--- config.mk ---
export PLATFORM = sky130hd
export DESIGN_NAME = terminal_line_editor_unit
export DESIGN_NICKNAME = d
export VERILOG_FILES = /design/src/rtl/tle_pkg.sv /design/src/rtl/tle_front.sv /design/src/rtl/tle_queue.sv /design/src/rtl/tle_back.sv /design/src/rtl/terminal_line_editor_unit.sv
export SDC_FILE = /design/constraint.sdc
export NUM_CORES = 1
export LEC_CHECK = 0
export BUFFER_PORTS_ARGS = -buffer_cell sky130_fd_sc_hd__buf_2
export CAP_MARGIN = 20
export CORE_ASPECT_RATIO = 0.9
export CORE_MARGIN = 4
export CORE_UTILIZATION = 58
export DETAILED_ROUTE_END_ITERATION = 10
export PLACE_DENSITY = 0.78
export SLEW_MARGIN = 20
export SYNTH_ARGS = -nofsm -noshare
export SYNTH_HDL_FRONTEND = slang
export SYNTH_SLANG_ARGS = --single-unit
--- constraint.sdc ---
create_clock -name clk -period 9.45 [get_ports clk]
set_clock_uncertainty 0.15 [all_clocks]
set_input_delay 0.945 -clock clk [delete_from_list [all_inputs] [get_ports clk]]
set_output_delay 0.945 -clock clk [all_outputs]
set_load 0.05 [all_outputs]
--- src/rtl/tle_pkg.sv ---
// ----------------------------------------------------------------------------
// tle_pkg
// shared types and constants of the terminal line editor
// ----------------------------------------------------------------------------
package tle_pkg;

	// line and tab geometry
	localparam int MAX_LINE          = 80;
	localparam int TAB_WIDTH_DEF     = 4;
	localparam int QUEUE_DEPTH_DEF   = 2;

	// configuration register indexes
	localparam logic CFG_LINE_CAPACITY = 1'b0;
	localparam logic CFG_START_COLUMN  = 1'b1;

	// configuration reset values
	localparam logic [6:0] LINE_CAPACITY_RST = 7'd80;
	localparam logic [6:0] START_COLUMN_RST  = 7'd0;

	// key codes
	localparam logic [7:0] KEY_BS        = 8'd8;
	localparam logic [7:0] KEY_TAB       = 8'd9;
	localparam logic [7:0] KEY_LF        = 8'd10;
	localparam logic [7:0] KEY_CR        = 8'd13;
	localparam logic [7:0] KEY_LEFT      = 8'd203;
	localparam logic [7:0] KEY_RIGHT     = 8'd205;
	localparam logic [7:0] KEY_PRINT_LO  = 8'd32;
	localparam logic [7:0] KEY_PRINT_HI  = 8'd126;
	localparam logic [7:0] CHAR_SPACE    = 8'd32;

	// key classes decided by the front end
	typedef enum logic [2:0] {
		OP_PRINT,
		OP_ENTER,
		OP_BS,
		OP_TAB,
		OP_LEFT,
		OP_RIGHT,
		OP_NONE
	} tle_op_t;

	typedef struct packed {
		tle_op_t    op;
		logic [7:0] ch;
	} tle_item_t;

	typedef enum logic {
		BK_IDLE,
		BK_TAB
	} tle_back_state_t;

endpackage

--- src/rtl/tle_front.sv ---
// ----------------------------------------------------------------------------
// tle_front
// accepts key events, drops releases and classifies presses
// ----------------------------------------------------------------------------
module tle_front (
	input  logic               in_valid,
	output logic               in_ready,
	input  logic [7:0]         key_code,
	input  logic               key_pressed,
	output logic               push,
	output tle_pkg::tle_item_t push_item,
	input  logic               q_full
);

	tle_pkg::tle_op_t op;

	always_comb begin
		if (key_code >= tle_pkg::KEY_PRINT_LO && key_code <= tle_pkg::KEY_PRINT_HI) begin
			op = tle_pkg::OP_PRINT;
		end else if (key_code == tle_pkg::KEY_CR || key_code == tle_pkg::KEY_LF) begin
			op = tle_pkg::OP_ENTER;
		end else if (key_code == tle_pkg::KEY_BS) begin
			op = tle_pkg::OP_BS;
		end else if (key_code == tle_pkg::KEY_TAB) begin
			op = tle_pkg::OP_TAB;
		end else if (key_code == tle_pkg::KEY_LEFT) begin
			op = tle_pkg::OP_LEFT;
		end else if (key_code == tle_pkg::KEY_RIGHT) begin
			op = tle_pkg::OP_RIGHT;
		end else begin
			op = tle_pkg::OP_NONE;
		end
	end

	assign in_ready     = !q_full;
	// releases are taken and dropped
	assign push         = in_valid && !q_full && key_pressed;
	assign push_item.op = op;
	assign push_item.ch = key_code;

endmodule

--- src/rtl/tle_queue.sv ---
// ----------------------------------------------------------------------------
// tle_queue
// short queue of classified requests between front and back
// ----------------------------------------------------------------------------
module tle_queue #(
	parameter int DEPTH = tle_pkg::QUEUE_DEPTH_DEF
) (
	input  logic               clk,
	input  logic               arst_n,
	input  logic               push,
	input  tle_pkg::tle_item_t push_item,
	output logic               full,
	input  logic               pop,
	output logic               q_valid,
	output tle_pkg::tle_item_t q_item
);

	localparam int PW = $clog2(DEPTH);
	localparam int CW = $clog2(DEPTH + 1);

	tle_pkg::tle_item_t entry_q [DEPTH];
	logic [PW-1:0]      wr_ptr_q;
	logic [PW-1:0]      rd_ptr_q;
	logic [CW-1:0]      count_q;

	assign full    = count_q == CW'(DEPTH);
	assign q_valid = count_q != '0;
	assign q_item  = entry_q[rd_ptr_q];

	always_ff @(posedge clk or negedge arst_n) begin
		if (!arst_n) begin
			wr_ptr_q <= '0;
			rd_ptr_q <= '0;
			count_q  <= '0;
		end else begin
			if (push) begin
				wr_ptr_q <= (wr_ptr_q == PW'(DEPTH - 1)) ? '0 : wr_ptr_q + PW'(1);
			end
			if (pop) begin
				rd_ptr_q <= (rd_ptr_q == PW'(DEPTH - 1)) ? '0 : rd_ptr_q + PW'(1);
			end
			if (push && !pop) begin
				count_q <= count_q + CW'(1);
			end else if (pop && !push) begin
				count_q <= count_q - CW'(1);
			end
		end
	end

	always_ff @(posedge clk) begin
		if (push) begin
			entry_q[wr_ptr_q] <= push_item;
		end
	end

endmodule

--- src/rtl/tle_back.sv ---
// ----------------------------------------------------------------------------
// tle_back
// carries out edit requests, keeps cursor and end mark, registers results
// ----------------------------------------------------------------------------
module tle_back #(
	parameter int TAB_WIDTH = tle_pkg::TAB_WIDTH_DEF
) (
	input  logic               clk,
	input  logic               arst_n,
	input  logic [6:0]         line_capacity,
	input  logic [6:0]         start_column,
	input  logic               q_valid,
	input  tle_pkg::tle_item_t q_item,
	output logic               pop,
	output logic               out_valid,
	input  logic               out_ready,
	output logic               write_valid,
	output logic [6:0]         write_position,
	output logic [7:0]         write_char,
	output logic [7:0]         cursor_column,
	output logic               line_done,
	output logic               last
);

	localparam int CW = $clog2(TAB_WIDTH + 1);

	tle_pkg::tle_back_state_t state_q, state_d;
	logic [CW-1:0] cnt_q, cnt_d;
	logic [6:0]    cursor_q, cursor_d;
	logic [6:0]    end_q, end_d;

	logic          out_valid_q;
	logic          wv_q, done_q, last_q;
	logic [6:0]    pos_q;
	logic [7:0]    ch_q;
	logic [7:0]    col_q;

	logic          adv, load;
	logic [6:0]    cap;
	logic [6:0]    wr_cursor, wr_end, bs_end;
	logic          tab_fits;
	logic [6:0]    n_cursor, n_end;
	logic          r_wv, r_last, r_enter, r_done;
	logic [6:0]    r_pos;
	logic [7:0]    r_ch;

	// capacity clamped to 1..MAX_LINE
	always_comb begin
		if (line_capacity == 7'd0) begin
			cap = 7'd1;
		end else if (line_capacity > 7'(tle_pkg::MAX_LINE)) begin
			cap = 7'(tle_pkg::MAX_LINE);
		end else begin
			cap = line_capacity;
		end
	end

	assign adv       = !out_valid_q || out_ready;
	assign wr_cursor = cursor_q + 7'd1;
	assign wr_end    = (wr_cursor > end_q) ? wr_cursor : end_q;
	assign bs_end    = (cursor_q == end_q && end_q != 7'd0) ? end_q - 7'd1 : end_q;
	assign tab_fits  = ({1'b0, cursor_q} + 8'(TAB_WIDTH)) < {1'b0, cap};

	always_ff @(posedge clk or negedge arst_n) begin
		if (!arst_n) begin
			state_q <= tle_pkg::BK_IDLE;
		end else begin
			state_q <= state_d;
		end
	end

	always_comb begin
		state_d  = state_q;
		cnt_d    = cnt_q;
		pop      = 1'b0;
		load     = 1'b0;
		n_cursor = cursor_q;
		n_end    = end_q;
		r_wv     = 1'b0;
		r_pos    = '0;
		r_ch     = '0;
		r_last   = 1'b1;
		r_enter  = 1'b0;
		case (state_q)
			tle_pkg::BK_IDLE: begin
				if (adv && q_valid) begin
					pop  = 1'b1;
					load = 1'b1;
					case (q_item.op)
						tle_pkg::OP_PRINT: begin
							r_wv     = 1'b1;
							r_pos    = cursor_q;
							r_ch     = q_item.ch;
							n_cursor = wr_cursor;
							n_end    = wr_end;
						end
						tle_pkg::OP_ENTER: begin
							r_wv     = 1'b1;
							r_pos    = cursor_q;
							r_ch     = tle_pkg::KEY_LF;
							n_cursor = wr_cursor;
							n_end    = wr_end;
							r_enter  = 1'b1;
						end
						tle_pkg::OP_BS: begin
							n_end = bs_end;
							if (cursor_q != 7'd0) begin
								n_cursor = cursor_q - 7'd1;
								r_wv     = 1'b1;
								r_pos    = cursor_q - 7'd1;
								r_ch     = tle_pkg::CHAR_SPACE;
							end
						end
						tle_pkg::OP_TAB: begin
							if (tab_fits) begin
								r_wv     = 1'b1;
								r_pos    = cursor_q;
								r_ch     = tle_pkg::CHAR_SPACE;
								n_cursor = wr_cursor;
								n_end    = wr_end;
								if (TAB_WIDTH > 1) begin
									r_last  = 1'b0;
									cnt_d   = CW'(TAB_WIDTH - 1);
									state_d = tle_pkg::BK_TAB;
								end
							end
						end
						tle_pkg::OP_LEFT: begin
							if (cursor_q != 7'd0) begin
								n_cursor = cursor_q - 7'd1;
							end
						end
						tle_pkg::OP_RIGHT: begin
							if (cursor_q < end_q) begin
								n_cursor = wr_cursor;
							end
						end
						default: begin
						end
					endcase
				end
			end
			tle_pkg::BK_TAB: begin
				// remaining spaces of a tab, one per result
				if (adv) begin
					load     = 1'b1;
					r_wv     = 1'b1;
					r_pos    = cursor_q;
					r_ch     = tle_pkg::CHAR_SPACE;
					n_cursor = wr_cursor;
					n_end    = wr_end;
					cnt_d    = cnt_q - CW'(1);
					r_last   = cnt_q == CW'(1);
					if (cnt_q == CW'(1)) begin
						state_d = tle_pkg::BK_IDLE;
					end
				end
			end
			default: begin
				state_d = tle_pkg::BK_IDLE;
			end
		endcase
		r_done   = r_last && (r_enter || n_cursor >= cap);
		cursor_d = cursor_q;
		end_d    = end_q;
		if (load) begin
			cursor_d = r_done ? 7'd0 : n_cursor;
			end_d    = r_done ? 7'd0 : n_end;
		end
	end

	always_ff @(posedge clk or negedge arst_n) begin
		if (!arst_n) begin
			cursor_q    <= '0;
			end_q       <= '0;
			cnt_q       <= '0;
			out_valid_q <= 1'b0;
		end else begin
			cursor_q <= cursor_d;
			end_q    <= end_d;
			cnt_q    <= cnt_d;
			if (adv) begin
				out_valid_q <= load;
			end
		end
	end

	always_ff @(posedge clk) begin
		if (load) begin
			wv_q   <= r_wv;
			pos_q  <= r_pos;
			ch_q   <= r_ch;
			col_q  <= {1'b0, start_column} + {1'b0, n_cursor};
			done_q <= r_done;
			last_q <= r_last;
		end
	end

	assign out_valid      = out_valid_q;
	assign write_valid    = wv_q;
	assign write_position = pos_q;
	assign write_char     = ch_q;
	assign cursor_column  = col_q;
	assign line_done      = done_q;
	assign last           = last_q;

endmodule

--- src/rtl/terminal_line_editor_unit.sv ---
// ----------------------------------------------------------------------------
// terminal_line_editor_unit
// one-line keyboard editor: key events in, cell writes and cursor moves out
// ----------------------------------------------------------------------------
// Each key press produces one or more results on the output channel; key
// releases are taken and produce nothing. A printable key, enter or a
// backspace that moves gives one write result, a tab that fits gives
// TAB_WIDTH write results, and every other press gives one result that only
// reports the cursor; the final result of a press has last set, and
// line_done when that press ended the line. The back end emits one result
// per cycle through its output register unless out_ready stalls it; the
// front end keeps taking key requests into a QUEUE_DEPTH entry queue while
// it has room, also as the back end works or the output stalls. The user
// must write configuration (index 0 line_capacity, index 1 start_column)
// via cfg_we/cfg_index/cfg_wdata while no request is in flight (not enforced).
// ----------------------------------------------------------------------------
module terminal_line_editor_unit #(
	parameter int TAB_WIDTH   = tle_pkg::TAB_WIDTH_DEF,
	parameter int QUEUE_DEPTH = tle_pkg::QUEUE_DEPTH_DEF
) (
	input  logic       clk,
	input  logic       arst_n,
	// configuration write port
	input  logic       cfg_we,
	input  logic       cfg_index,
	input  logic [6:0] cfg_wdata,
	// key requests
	input  logic       in_valid,
	output logic       in_ready,
	input  logic [7:0] key_code,
	input  logic       key_pressed,
	// results
	output logic       out_valid,
	input  logic       out_ready,
	output logic       write_valid,
	output logic [6:0] write_position,
	output logic [7:0] write_char,
	output logic [7:0] cursor_column,
	output logic       line_done,
	output logic       last
);

	logic [6:0]         line_capacity_q;
	logic [6:0]         start_column_q;

	logic               push;
	tle_pkg::tle_item_t push_item;
	logic               q_full;
	logic               pop;
	logic               q_valid;
	tle_pkg::tle_item_t q_item;

	// configuration registers
	always_ff @(posedge clk or negedge arst_n) begin
		if (!arst_n) begin
			line_capacity_q <= tle_pkg::LINE_CAPACITY_RST;
			start_column_q  <= tle_pkg::START_COLUMN_RST;
		end else if (cfg_we) begin
			case (cfg_index)
				tle_pkg::CFG_LINE_CAPACITY: line_capacity_q <= cfg_wdata;
				tle_pkg::CFG_START_COLUMN:  start_column_q  <= cfg_wdata;
				default: begin
				end
			endcase
		end
	end

	// front: take and classify key events
	tle_front u_front (
		.in_valid    (in_valid),
		.in_ready    (in_ready),
		.key_code    (key_code),
		.key_pressed (key_pressed),
		.push        (push),
		.push_item   (push_item),
		.q_full      (q_full)
	);

	// queue decouples the two sides
	tle_queue #(
		.DEPTH (QUEUE_DEPTH)
	) u_queue (
		.clk       (clk),
		.arst_n    (arst_n),
		.push      (push),
		.push_item (push_item),
		.full      (q_full),
		.pop       (pop),
		.q_valid   (q_valid),
		.q_item    (q_item)
	);

	// back: edit state and result register
	tle_back #(
		.TAB_WIDTH (TAB_WIDTH)
	) u_back (
		.clk            (clk),
		.arst_n         (arst_n),
		.line_capacity  (line_capacity_q),
		.start_column   (start_column_q),
		.q_valid        (q_valid),
		.q_item         (q_item),
		.pop            (pop),
		.out_valid      (out_valid),
		.out_ready      (out_ready),
		.write_valid    (write_valid),
		.write_position (write_position),
		.write_char     (write_char),
		.cursor_column  (cursor_column),
		.line_done      (line_done),
		.last           (last)
	);

endmodule

# Yosys cells after proc, flatten, opt, wreduce, memory -nomap -nowiden

Memories as Yosys holds them, arrays and structs flattened.
Cells that the tools add are included.

Bits in writable memories: 22
Register bits: 63
Word-level logic and storage cells: 155
Input port bits: 22
Memories: 1

Reduce and logical (&&, ||, !) cells: 27
Bitwise operators: 2
Add/subtract/negate cells: 10
Magnitude comparators: 7
Multiplexer cells: 69
Equal/unequal tests: 23

Memory list:

| name            | words | bits a word | read ports | clocked after Yosys merged registers in | wr ports | line            | RTL |
|---|---|---|---|---|---|---|---|
| u_queue.entry_q | 2     | 11          | 1          | 0                                       | 1        | tle_queue.sv:21 | `tle_pkg::tle_item_t entry_q [DEPTH];` |

Operators with widths:

| operator            | count |
|---|---|
| $mux 7              | 18 |
| $pmux 7 s2          | 3 |
| $pmux 7 s3          | 2 |
| $eq 8x4->1 const B  | 4 |
| $pmux 8 s4          | 1 |
| $pmux 7 s4          | 1 |
| $mux 3              | 9 |
| $mux 1              | 21 |
| $mux 6              | 3 |
| $eq 8x8->1 const B  | 2 |
| $pmux 8 s2          | 1 |
| $reduce_bool 7->1   | 2 |
| $sub 7x1->7 const B | 2 |
| $add 7x3->8 const B | 1 |
| $add 7x7->8         | 1 |
| $ge 8x6->1 const B  | 1 |
| $le 8x7->1 const B  | 1 |
| $logic_and 1x1->1   | 8 |
| $lt 8x7->1          | 1 |
| $mux 8              | 1 |
| $ne 4x2->1 const B  | 2 |
| $pmux 1 s2          | 4 |
| $add 7x1->7 const B | 1 |
| $eq 7x7->1          | 1 |
| other kinds (30)    | 47 |

# Logic depth before layout (Yosys ltp)

Word-level depth: 13
Gate-level depth with buffers: 23
Gate-level depth less buffers: 21

# Hierarchy

A second synthesis with hierarchy kept.

Cells, all modules: 607
Area, all modules: 6,170.9 um^2

Modules (own cells, without submodules):

| module                    | cells an instance | instances | seq. area each (um^2) | area an instance (um^2) |
|---|---|---|---|---|
| tle_back                  | 496               | 1         | 1,256.2               | 4,372.9 |
| tle_queue                 | 50                | 1         | 760.7                 | 1,019.7 |
| terminal_line_editor_unit | 31                | 1         | 352.8                 | 568.0 |
| tle_front                 | 30                | 1         | 0.0                   | 210.2 |

# Worst setup path before layout

Ideal clock, no wire load.

Path type: flip-flop to flip-flop
From: register u_back.cursor_q[4]
To: register u_back.col_q[6] (netlist: u_back.cursor_column[6]), data pin
Stages on the path, launching flop included: 24
Arrival time: 4.425 ns
Required time: 9.042 ns
Setup slack: 4.617 ns
Path buffers: 3
Cells stage by stage: dfrtp_1 > buf_4 > clkbuf_1 > nand3_1 > xnor2_1 > ha_1 > and2_1 > a221oi_1 > and2_0 > clkbuf_1 > a21boi_0 > ha_1 > nand2_1 > o221ai_1 > a221oi_1 > inv_1 > ha_1 > fa_1 > a21oi_1 > nor2_1 > nor2_1 > o21bai_1 > a21oi_1 > xnor2_1

Word-level cells in the longest chain between the ends: 7
Elaborated cells between the ends (all ways): 14

Ends and longest elaborated chain:

| what                   | line            | RTL |
|---|---|---|
| from (decl)            | tle_back.sv:29  | `logic [6:0] cursor_q, cursor_d;` |
| from (signal assigned) | tle_back.sv:179 | `cursor_q <= cursor_d;` |
| $add 7x3->8            | tle_back.sv:62  | `assign tab_fits = ({1'b0, cursor_q} + 8'(TAB_WIDTH)) < {1'b0, cap};` |
| $lt 8x7->1             | tle_back.sv:62  |  |
| $mux 7                 | tle_back.sv:115 | `if (tab_fits) begin` |
| $pmux 7 s4             | tle_back.sv:89  | `case (q_item.op)` |
| $mux 7                 | tle_back.sv:86  | `if (adv && q_valid) begin` |
| $pmux 7 s2 (*)         | tle_back.sv:84  | `case (state_q)` |
| $add 7x7->8 (*)        | tle_back.sv:193 | `col_q <= {1'b0, start_column} + {1'b0, n_cursor};` |
| to (signal assigned)   | tle_back.sv:193 |  |
| to (decl)              | tle_back.sv:36  | `logic [7:0] col_q;` |

Every way passes the cells marked *; elsewhere a longest branch is shown, timed or not.
A chain may end at the register's enable or synchronous reset.

# Worst setup path after layout

From: register u_back.cursor_q[2]
To: register u_back.end_q[0]

Word-level cells in the longest chain between the ends: 11
Elaborated cells between the ends (all ways): 36

Ends and longest elaborated chain:

| what                                                      | line            | RTL |
|---|---|---|
| $add 7x3->8                                               | tle_back.sv:62  |  |
| $lt 8x7->1                                                | tle_back.sv:62  |  |
| $mux 7                                                    | tle_back.sv:115 |  |
| $pmux 7 s4                                                | tle_back.sv:89  |  |
| $mux 7                                                    | tle_back.sv:86  |  |
| $pmux 7 s2                                                | tle_back.sv:84  |  |
| $ge 7x7->1                                                | tle_back.sv:163 | `r_done = r_last && (r_enter \|\| n_cursor >= cap);` |
| $logic_or 1x1->1                                          | tle_back.sv:163 |  |
| $logic_and 1x1->1                                         | tle_back.sv:163 |  |
| $ne 5x4->1 (no source line), or another cell as far along | --              |  |
| $reduce_and 6->1 (no source line)                         | --              |  |
| to (signal assigned)                                      | tle_back.sv:180 | `end_q <= end_d;` |
| to (decl)                                                 | tle_back.sv:30  | `logic [6:0] end_q, end_d;` |

Parallel ways exist; a longest one is shown, timed or not. The select of a mux whose other input is x is not followed.

==> impl_results.md <==
* Post-synth EDFFs at 48
* Seq/Total Area, Yosys at 40.89%
* Total global-route track usage at 27.32%
* CTS Buffer Depth at 2
* Setup CP Type: flop to flop
* Antenna fix cells at 0
* Largest cells by area after synthesis: edfxtp_1 25%, dfrtp_1 15%, ha_1 10%
* Setup slack at placement at 3755 ps
* First-pass GRT wire length at 24730 µm
* Final setup fails at 0
* Largest family of logic cells by synthesized area: compound AO/OA/AOI/OAI gates
* Clk root buf: clkbuf_8
* FMAX at 169.5 MHz
* Top FF cell, synth: edfxtp_1
* YS warnings at 0
* Yosys cell types at 76
* XOR/XNOR Fraction of Synth Area at 4.231%
* Die width at 113.4 µm
* Crit path from: u_back.cursor_q[2]$_DFFE_PN0N_
* Peak supply drop at 0.2104 mV
* Worst Tran Pin Value at 1040 ps
* I/O pin cnt at 50
* Most common cell after layout, fill and taps aside: nand2_1
* Max cap viols at 0
* Crit path arrival time at 6000 ps
* Core area at 9699 µm²
* Synthesized flop and latch total at 85
* WL per Instance at 20.60 µm
* Area share of fa/ha/maj cells after synthesis at 10.49%
* Via density at 6.490
* Status: finished clean
* PortBufs at 49
* DIE AREA at 11660 µm²
* CP Launch Type: flop
* Setup TNS at 0 ps
* Hold Violations, Final at 0
* Number of global-route vias before repair at 4694
* Die Ht at 102.8 µm
* DRC viols at 0
* # Post-CTS Setup Buffers at 0
* Post-CTS Resized at 0
* CTS Hold Bufs at 0
* Synth Area in Compound Gates at 19.30%
* CP max FO at 14
* GP Congestion at 1.021
* HP Start: u_back.end_q[1]$_DFFE_PN0P_
* Worst setup margin at 3550 ps
* PD cells at 376.7 nW/µm²
* Initial antenna violation count at 0
* Final wirelength at 15550 µm
* Syn nets at 650
* H-Tree Depth at 3
* Final ANT Viol Nets at 0
* Initial core utilization at 59.75%
* Leakage power at 0.002639 µW
* R2r startpoint: u_back.cursor_q[2]$_DFFE_PN0N_
* Share of cells above drive strength 1 at 16.38%
* Worst hold-check path type: flop to flop
* Worst setup EP type: flop
* Synth Instances at 580
* DR vias at 4900
* CTS sink cnt at 85
* CP required at 9550 ps
* DRT Pass-1 Iters at 5
* Area leader, netlist: edfxtp_1
* Grt total ovfl at 0
* Simple-gate share of the synthesized area at 16.21%
* Total CTS buffers at 9
* Area grow syn2layout at 9.154%
* Latest clock arrival within the worst-skew pair at 370 ps
* Pin count of the biggest net entering global routing at 38
* Unrepaired setup endpoints after global routing: false
* Top-area cell type share of the netlist area at 24.87%
* Nets at 694
* Final slew viol count at 0
* Most frequent cells in the layout: 61 x nand2_1, 49 x buf_2, 48 x edfxtp_1
* Synth async-reset ratio at 43.53%
* Relative slew slack at 30.50%
* Cell area after synthesis at 5796 µm²
* Final worst path period share at 62.44%
* Post-synthesis mux area share at 5.354%
* # rows at 34
* Worst-path clk slew at 90 ps
* CTS tree: yes
* Avg Cell Area, Syn at 9.992 µm²
* Tmin final at 5900 ps
* DR iter-0 viols at 437
* DP HPWL at 11480 µm
[logic make-up (layout without fill, tap and decap cells)]
kind of cell               after synthesis  in the layout
xor gates and xnor gates                28             28
buffers and inverters                   49             98
AOI/OAI and AO/OA                      154            154
muxes                                   28             28
and+or+nand+nor                        188            188
adders and majority gates               48             48
DFF                                     85             85
[final timing paths]
check                           cells past startpoint                              to  slack [ps]
worst max-delay path                               20     u_back.end_q[0]$_DFFE_PN0P_        3550
max in group asynchronous                           1  u_back.cursor_q[2]$_DFFE_PN0N_        8010
worst min-delay path                                1     u_back.end_q[1]$_DFFE_PN0P_         350
worst max register to register                     20     u_back.end_q[0]$_DFFE_PN0P_        3550
worst min register to register                      1     u_back.end_q[1]$_DFFE_PN0P_         350
min in group asynchronous                           1     u_back.end_q[4]$_DFFE_PN0P_         550
[per-stage QoR]
stage                     cells  instance area [µm²]  hold WS, ps  util, %  total power, µW
after floorplan             580                 5796        305.5        -             1737
after global placement      739                 6133        322.8    63.24             2062
after detailed placement    739                 6133        332.6    63.24             2096
after CTS                   755                 6326        353.7    65.22             2357
after global routing        755                 6326        390.1    65.22             2543
final                       755                 6326        350.3    65.22             2383
[report_power, final]
group / total, µW / leakage (µW) / internal [µW] / switching (µW)
Clock: 259 / 0.0000984 / 103 / 156
Combinational: 1450 / 0.00164 / 516 / 933
Sequential: 675 / 0.000905 / 536 / 139
Total: 2380 / 0.00264 / 1150 / 1230
[cell usage after synthesis, types with 9 or more instances]
| master | n |
|---|---|
| nand3_1 | 16 |
| inv_1 | 26 |
| mux2_2 | 13 |
| nand2_1 | 61 |
| a31oi_1 | 10 |
| mux2i_1 | 12 |
| clkbuf_1 | 12 |
| nor2_1 | 37 |
| xnor2_1 | 19 |
| dfrtp_1 | 35 |
| ha_1 | 47 |
| edfxtp_1 | 48 |
| a21oi_1 | 27 |
| xor2_1 | 9 |
| nor3_1 | 21 |
| nor2b_1 | 12 |
| o21ai_0 | 28 |
[critical path: stages (launching register included)]
cell and delay, ps:
dfrtp_1 700, ha_1 350, nand3_1 120, xnor2_1 180, ha_1 330, and2_1 180
a221oi_1 470, and2_0 380, a21boi_0 220, ha_1 250, nand2_1 50, o221ai_1 100
a221oi_1 550, ha_1 210, nor2_1 40, a21oi_1 130, nor3_1 70, o21ai_2 270
o221ai_2 350, a31o_2 420, a22o_1 260
[cell type report]
class | instances | area, µm²
Multi-Input combinational cell | 446 | 3222
Inverter | 29 | 108.9
Sequential cell | 85 | 2370
Fill cell | 805 | 3373
Tap cell | 126 | 157.7
Timing Repair Buffer | 53 | 275.3
Clock buffer | 9 | 123.9
Clock inverter | 7 | 68.82
[registers in the layout (all words and copies together), names as in the netlist]
| name | cells |
|---|---|
| u_back.state_q | 1 |
| u_queue.wr_ptr_q | 1 |
| u_back.write_valid | 1 |
| u_back.out_valid | 1 |
| u_back.write_position | 7 |
| u_back.cursor_q | 7 |
| start_column_q | 7 |
| u_queue.rd_ptr_q | 1 |
| u_back.line_done | 1 |
| u_back.end_q | 7 |
| u_back.write_char | 8 |
| u_back.cnt_q | 3 |
| line_capacity_q | 7 |
| u_back.cursor_column | 8 |
| u_queue.entry_q | 22 |
| u_queue.count_q | 2 |
| u_back.last | 1 |
[metal layers]
layer	up-vias	wire length [µm]	GRT usage [%]	share of wire, %
met5	-	0	0	0
met4	0	385	9.242	2.5
met3	40	1141	5.223	7.3
met2	216	7341	45.40	47
met1	2379	6686	36.35	43
li1	2265	-	-	-
Note: power is estimated with default switching activity, not from simulation.
